$ cat src/rtl/core/chorus_pkg.sv
// Shared types and fixed constants of the chorus delay block.
// Used by controller, datapath, sine ROM and top level; no dependencies.
package chorus_pkg;

    localparam int CFG_INDEX_W   = 2;
    localparam int CFG_DATA_W    = 20;
    localparam int MOD_DEPTH_W   = 17;
    localparam int LFO_INC_W     = 20;
    localparam int BASE_DELAY_W  = 11;
    localparam int PHASE_W       = 32;
    localparam int SINE_W        = 16;
    localparam int SWING_W       = 18;
    localparam int FRAC_W        = 8;
    localparam int MIX_SHIFT     = 15;

    localparam logic [CFG_INDEX_W-1:0] CFG_MOD_DEPTH  = 2'd0;
    localparam logic [CFG_INDEX_W-1:0] CFG_LFO_INC    = 2'd1;
    localparam logic [CFG_INDEX_W-1:0] CFG_BASE_DELAY = 2'd2;

    localparam logic [MOD_DEPTH_W-1:0]  MOD_DEPTH_RESET  = 17'd32768;
    localparam logic [MOD_DEPTH_W-1:0]  MOD_DEPTH_HIGH   = 17'd65536;
    localparam logic [LFO_INC_W-1:0]    LFO_INC_RESET    = 20'd146072;
    localparam logic [LFO_INC_W-1:0]    LFO_INC_LOW      = 20'd9738;
    localparam logic [LFO_INC_W-1:0]    LFO_INC_HIGH     = 20'd973810;
    localparam logic [BASE_DELAY_W-1:0] BASE_DELAY_RESET = 11'd1102;

    // 0.7 in Q15
    localparam logic signed [15:0] MIX_DRY_GAIN = 16'sd22938;

    typedef enum logic [3:0] {
        S_IDLE,
        S_SINE,
        S_SWING,
        S_DELAY,
        S_ADDR,
        S_RD1,
        S_RD2,
        S_RD3,
        S_MIX,
        S_COMMIT
    } t_state;

    typedef struct packed {
        logic capture;
        logic swing;
        logic delay;
        logic addr;
        logic rd1;
        logic rd2;
        logic rd3;
        logic mix;
        logic commit;
    } t_cmd;

endpackage

$ cat src/rtl/core/chorus_ctrl.sv
// Sequencer for one sample: steps the datapath through oscillator, delay,
// tap reads, mix and commit. Depends on chorus_pkg.
module chorus_ctrl import chorus_pkg::*; (
    input  logic i_clk,
    input  logic i_rst_n,
    input  logic i_in_valid,
    output logic o_in_stall,
    output logic o_out_valid,
    input  logic i_out_stall,
    output t_cmd o_cmd
);

    t_state r_state;
    t_state n_state;
    logic   r_out_valid;
    logic   n_out_valid;
    t_cmd   w_cmd;

    always_ff @(posedge i_clk) begin
        if (!i_rst_n) begin
            r_state     <= S_IDLE;
            r_out_valid <= 1'b0;
        end else begin
            r_state     <= n_state;
            r_out_valid <= n_out_valid;
        end
    end

    always_comb begin
        n_state = r_state;
        w_cmd   = '0;
        case (r_state)
            S_IDLE: begin
                if (i_in_valid) begin
                    w_cmd.capture = 1'b1;
                    n_state       = S_SINE;
                end
            end
            S_SINE: begin
                n_state = S_SWING;
            end
            S_SWING: begin
                w_cmd.swing = 1'b1;
                n_state     = S_DELAY;
            end
            S_DELAY: begin
                w_cmd.delay = 1'b1;
                n_state     = S_ADDR;
            end
            S_ADDR: begin
                w_cmd.addr = 1'b1;
                n_state    = S_RD1;
            end
            S_RD1: begin
                w_cmd.rd1 = 1'b1;
                n_state   = S_RD2;
            end
            S_RD2: begin
                w_cmd.rd2 = 1'b1;
                n_state   = S_RD3;
            end
            S_RD3: begin
                w_cmd.rd3 = 1'b1;
                n_state   = S_MIX;
            end
            S_MIX: begin
                w_cmd.mix = 1'b1;
                n_state   = S_COMMIT;
            end
            S_COMMIT: begin
                // hold until the output register is free
                if (!r_out_valid || !i_out_stall) begin
                    w_cmd.commit = 1'b1;
                    n_state      = S_IDLE;
                end
            end
            default: begin
                n_state = S_IDLE;
            end
        endcase
    end

    always_comb begin
        n_out_valid = r_out_valid;
        if (w_cmd.commit) begin
            n_out_valid = 1'b1;
        end else if (!i_out_stall) begin
            n_out_valid = 1'b0;
        end
    end

    assign o_in_stall  = (r_state != S_IDLE);
    assign o_out_valid = r_out_valid;
    assign o_cmd       = w_cmd;

    a_accept_starts: assert property (@(posedge i_clk) disable iff (!i_rst_n)
        (i_in_valid && !o_in_stall) |=> (r_state == S_SINE))
        else $error("accepted request did not start the sequence");

    a_commit_shows: assert property (@(posedge i_clk) disable iff (!i_rst_n)
        w_cmd.commit |=> o_out_valid)
        else $error("committed result not presented");

    a_mix_order: assert property (@(posedge i_clk) disable iff (!i_rst_n)
        (r_state == S_MIX) |-> ($past(r_state) == S_RD3))
        else $error("mix reached without both tap reads");

    a_no_overwrite: assert property (@(posedge i_clk) disable iff (!i_rst_n)
        (o_out_valid && i_out_stall) |-> !w_cmd.commit)
        else $error("result overwritten while stalled");

endmodule

$ cat config.mk
export PLATFORM = sky130hd
export DESIGN_NAME = chorus_ctrl
export DESIGN_NICKNAME = d
export VERILOG_FILES = /design/src/rtl/core/chorus_pkg.sv /design/src/rtl/core/chorus_ctrl.sv
export SDC_FILE = /design/constraint.sdc
export NUM_CORES = 1
export LEC_CHECK = 0
export BUFFER_PORTS_ARGS = -buffer_cell sky130_fd_sc_hd__buf_2
export CAP_MARGIN = 10
export CORE_AREA = 2 2 39 41
export DETAILED_ROUTE_END_ITERATION = 7
export DIE_AREA = 0 0 41 43
export SLEW_MARGIN = 20
export SYNTH_ARGS = -nofsm -noshare
export SYNTH_HDL_FRONTEND = slang
export SYNTH_SLANG_ARGS = --single-unit
$ cat constraint.sdc
create_clock -name i_clk -period 1.9 [get_ports i_clk]
set_input_delay 0.38 -clock i_clk [delete_from_list [all_inputs] [get_ports i_clk]]
set_output_delay 0.38 -clock i_clk [all_outputs]
set_load 0.05 [all_outputs]
After elaboration in Yosys (flattened, before gate mapping) --
Index checks and enable logic that the tools add are counted.
Operators by class: eq/ne operators 12, muxes and demuxes 16, reductions and logical operators 6
Operator list (number):
- 4-bit case mux with 10 select lines | 1
- 4-bit by 3-bit equality test with 1-bit output, second input constant | 4
- 1-bit 2-to-1 mux | 13
- 4-bit by 2-bit equality test with 1-bit output, second input constant | 2
- 4-bit equality test, second input constant | 2
- 4-bit 2-to-1 mux | 2
- 4-bit by 1-bit equality test with 1-bit output, second input constant | 1
- 4-bit logical NOT | 1
- 2-bit != test, second input constant | 2
- 4-bit nonzero test | 1
- 1-bit logical NOT | 2
- 2-bit by 1-bit != test with 1-bit output, second input constant | 1
- 2-bit AND reduction | 1
- 1-bit logical OR | 1
Word-level totals: bits in registers 5, input port bits 4, output and inout port bits 11, logic and storage cells 36

Depth between registers and ports, before layout --
depth in word-level cells 5, gate-level depth with buffers 4, gate-level depth less buffers 3

Worst setup path before layout --
OpenSTA, ideal clock, no wires.
kind reg2out, start reg r_state[0], end out o_cmd[8] (netlist bit), arrival 1.700 ns, required time 1.520 ns, slack -0.180 ns, cell stages (with the launch flop) 3, path buffers 0, path through dfxtp_1 > or4_4 > nor2_1
RTL lines:
- from (decl) | RTL line chorus_ctrl.sv:13 | t_state r_state;
- from (signal assigned) | RTL line chorus_ctrl.sv:24 | r_state <= n_state;
- to (decl) | RTL line chorus_ctrl.sv:10 | output t_cmd o_cmd

==> impl_metrics.json <==
{
  "antenna_found_initial": 0,
  "yosysTopAreaCell": "dfxtp_1",
  "worstMarginPinSlew_ps": 248,
  "num_rows": 14,
  "p_per_area_nw_per_um2": 841,
  "whs_ps": 384,
  "root_buffer": "clkbuf_4",
  "grt_max_degree": 9,
  "grt_first_pass_wirelength_um": 966,
  "skew_ps": 4.19,
  "area_growth_syn_to_layout_pct": 44.2,
  "synth_area_per_cell_um2": 8.08,
  "final_core_util_pct": 29.5,
  "run_status": "completed",
  "vias": 297,
  "slew_headroom_pct": 83.4,
  "cts_htree_levels": 1,
  "route.detailed.drc": 0,
  "die_area_um2": 1760,
  "slew_viol_final": 0,
  "worstPathMaxFanout": 8,
  "place_area_um2": 368,
  "fp.coreArea_um2": 1380,
  "irDropWorstVdd_mv": 0.253,
  "fin_crit_ps": 1830,
  "final_cell_mix": "buf_2, nand2b_1, nor3_1",
  "cts_hold_buf": 0,
  "gr-total-overflow": 0,
  "max_freq_mhz": 547,
  "synth_cell_types": 19,
  "cts_setup_buffers": 0,
  "port_buffers": 14,
  "syn_area_um2": 283,
  "crit_required_ps": 1520,
  "min_period_over_period_pct": 96.3,
  "clockBufferDepth": 2,
  "wl_um": 644,
  "drive_gt1_share_pct": 46.2,
  "io_pins": 15,
  "critical_path_arrival_ps": 1450,
  "die_x_um": 41,
  "start_kind": "flip-flop",
  "numCtsBuffers": 3,
  "routabilityCongestion": 0.819,
  "ys_seq_area_share_pct": 35.4,
  "synth_seq_cells": 5,
  "clkLatencyLatePin_ps": 240,
  "synth_area_leaders": "dfxtp_1, nand2b_1, nor3_1",
  "endpoint_kind": "output port",
  "synth_nets": 39,
  "path_clk_slew_ps": 40,
  "r2r_cells": 3,
  "cts_sinks": 5,
  "wl_per_cell_um": 9.47,
  "final_common_cell": "buf_2",
  "maxCapViolations": 0,
  "drt-initial-drc-count": 3,
  "hold_depth": 3,
  "rrSetupSlack_ps": 590,
  "cts_tree": "built",
  "postRouteAntennaNets": 0,
  "synth_cells": 35,
  "final-setup-viol-count": 0,
  "start_util_pct": 20.4,
  "drt_first_pass_iters": 4,
  "antennaDiodeCount": 0,
  "total_leakage_power_nw": 0.195,
  "yosysWarnings": 0,
  "netlist.area_leader.share_pct": 35.4,
  "hp-class": "primary input to flip-flop",
  "finalHoldViolCount": 0,
  "hpwlAfterDp_um": 513,
  "grt.total_usage_pct": 8.22,
  "fin_area_um2": 408,
  "grt_pass1_vias": 265,
  "die_h_um": 43,
  "avgViaCountPerCell": 4.37,
  "nets": 57,
  "rsz0062_at_grt": "false",
  "worst-setup-path-type": "flip-flop to output port"
}
==> logic make-up (layout without fill, tap and decap cells) <==
kind of cell	Yosys count	in the layout	synth area share [%]
flip-flops	5	5	35.4
XOR/XNOR	1	1	3.10
buffers and inverters	2	19	3.98
AO/OA/AOI/OAI	8	8	20.8
AND/OR/NAND/NOR	19	19	36.7
==> registers in the layout (all words and copies together), names as in the netlist <==
register and cells:
r_state 4, o_out_valid 1
==> where the power goes <==
group          internal (W)  switching, W  total [W]  leakage, nW
registers          0.000113     0.0000118   0.000125       0.0417
clock network     0.0000795     0.0000443   0.000124       0.0150
logic             0.0000290     0.0000658  0.0000948        0.139
total              0.000221      0.000122   0.000343        0.195
==> cells in the mapped netlist <==
| cell type | instances |
|---|---|
| a21oi_1 | 2 |
| a21boi_1 | 1 |
| o21ba_1 | 1 |
| or2b_1 | 1 |
| nand2b_1 | 4 |
| or4_4 | 1 |
| nor2_1 | 4 |
| a211oi_1 | 2 |
| or2_1 | 1 |
| nand3_1 | 1 |
| nor3_1 | 4 |
| inv_1 | 1 |
| buf_4 | 1 |
| dfxtp_1 | 5 |
| nand2_1 | 2 |
| nor2_2 | 1 |
| o21ai_2 | 1 |
| xor2_1 | 1 |
| o21a_1 | 1 |
==> layer usage <==
layer,global-route usage (%),routed length (µm),up-vias,share of wire (%)
li1,-,-,158,-
met1,10.3,325,122,50
met2,10.9,243,15,38
met3,3.14,56,2,8.7
met4,6.00,19,0,3.0
met5,0,0,-,0
==> final timing paths <==
kind                            startpoint    endpoint
worst min register to register  r_state[0]  r_state[0]
worst max register to register  r_state[0]  r_state[3]
worst max-delay path            r_state[0]    o_cmd[8]
worst min-delay path               i_rst_n  r_state[0]
==> layout make-up <==
type                    instances  area, µm²
flip-flops and latches          5        105
multi-input cells              28        178
clock buffers                   4       26.3
inverters                       1       3.75
repair buffers                 14       75.1
well taps                      16       20.0
fillers                       153        976
==> stage by stage <==
stage | setup slack, ps | std cells | power [W] | setup TNS (ps)
finish | 70.2 | 68 | 0.000343 | 0
detailed placement | 193 | 64 | 0.000218 | 0
floorplan | -81.4 | 35 | 0.000197 | -257
CTS | 35.9 | 68 | 0.000349 | 0
global route | 19.4 | 68 | 0.000361 | 0
global placement | 235 | 64 | 0.000218 | 0
==> timing repair <==
| item | CTS | global route |
|---|---|---|
| endpoints found under the setup margin | 2 | 2 |
| pin swaps | 0 | 0 |
| gates resized for setup | 3 | 3 |
==> critical path: stages (launching register included) <==
cell and delay [ps]:
dfxtp_4 360, or4_4 550, nor2_2 90, buf_4 200
Note: power is estimated with default switching activity, not from simulation.
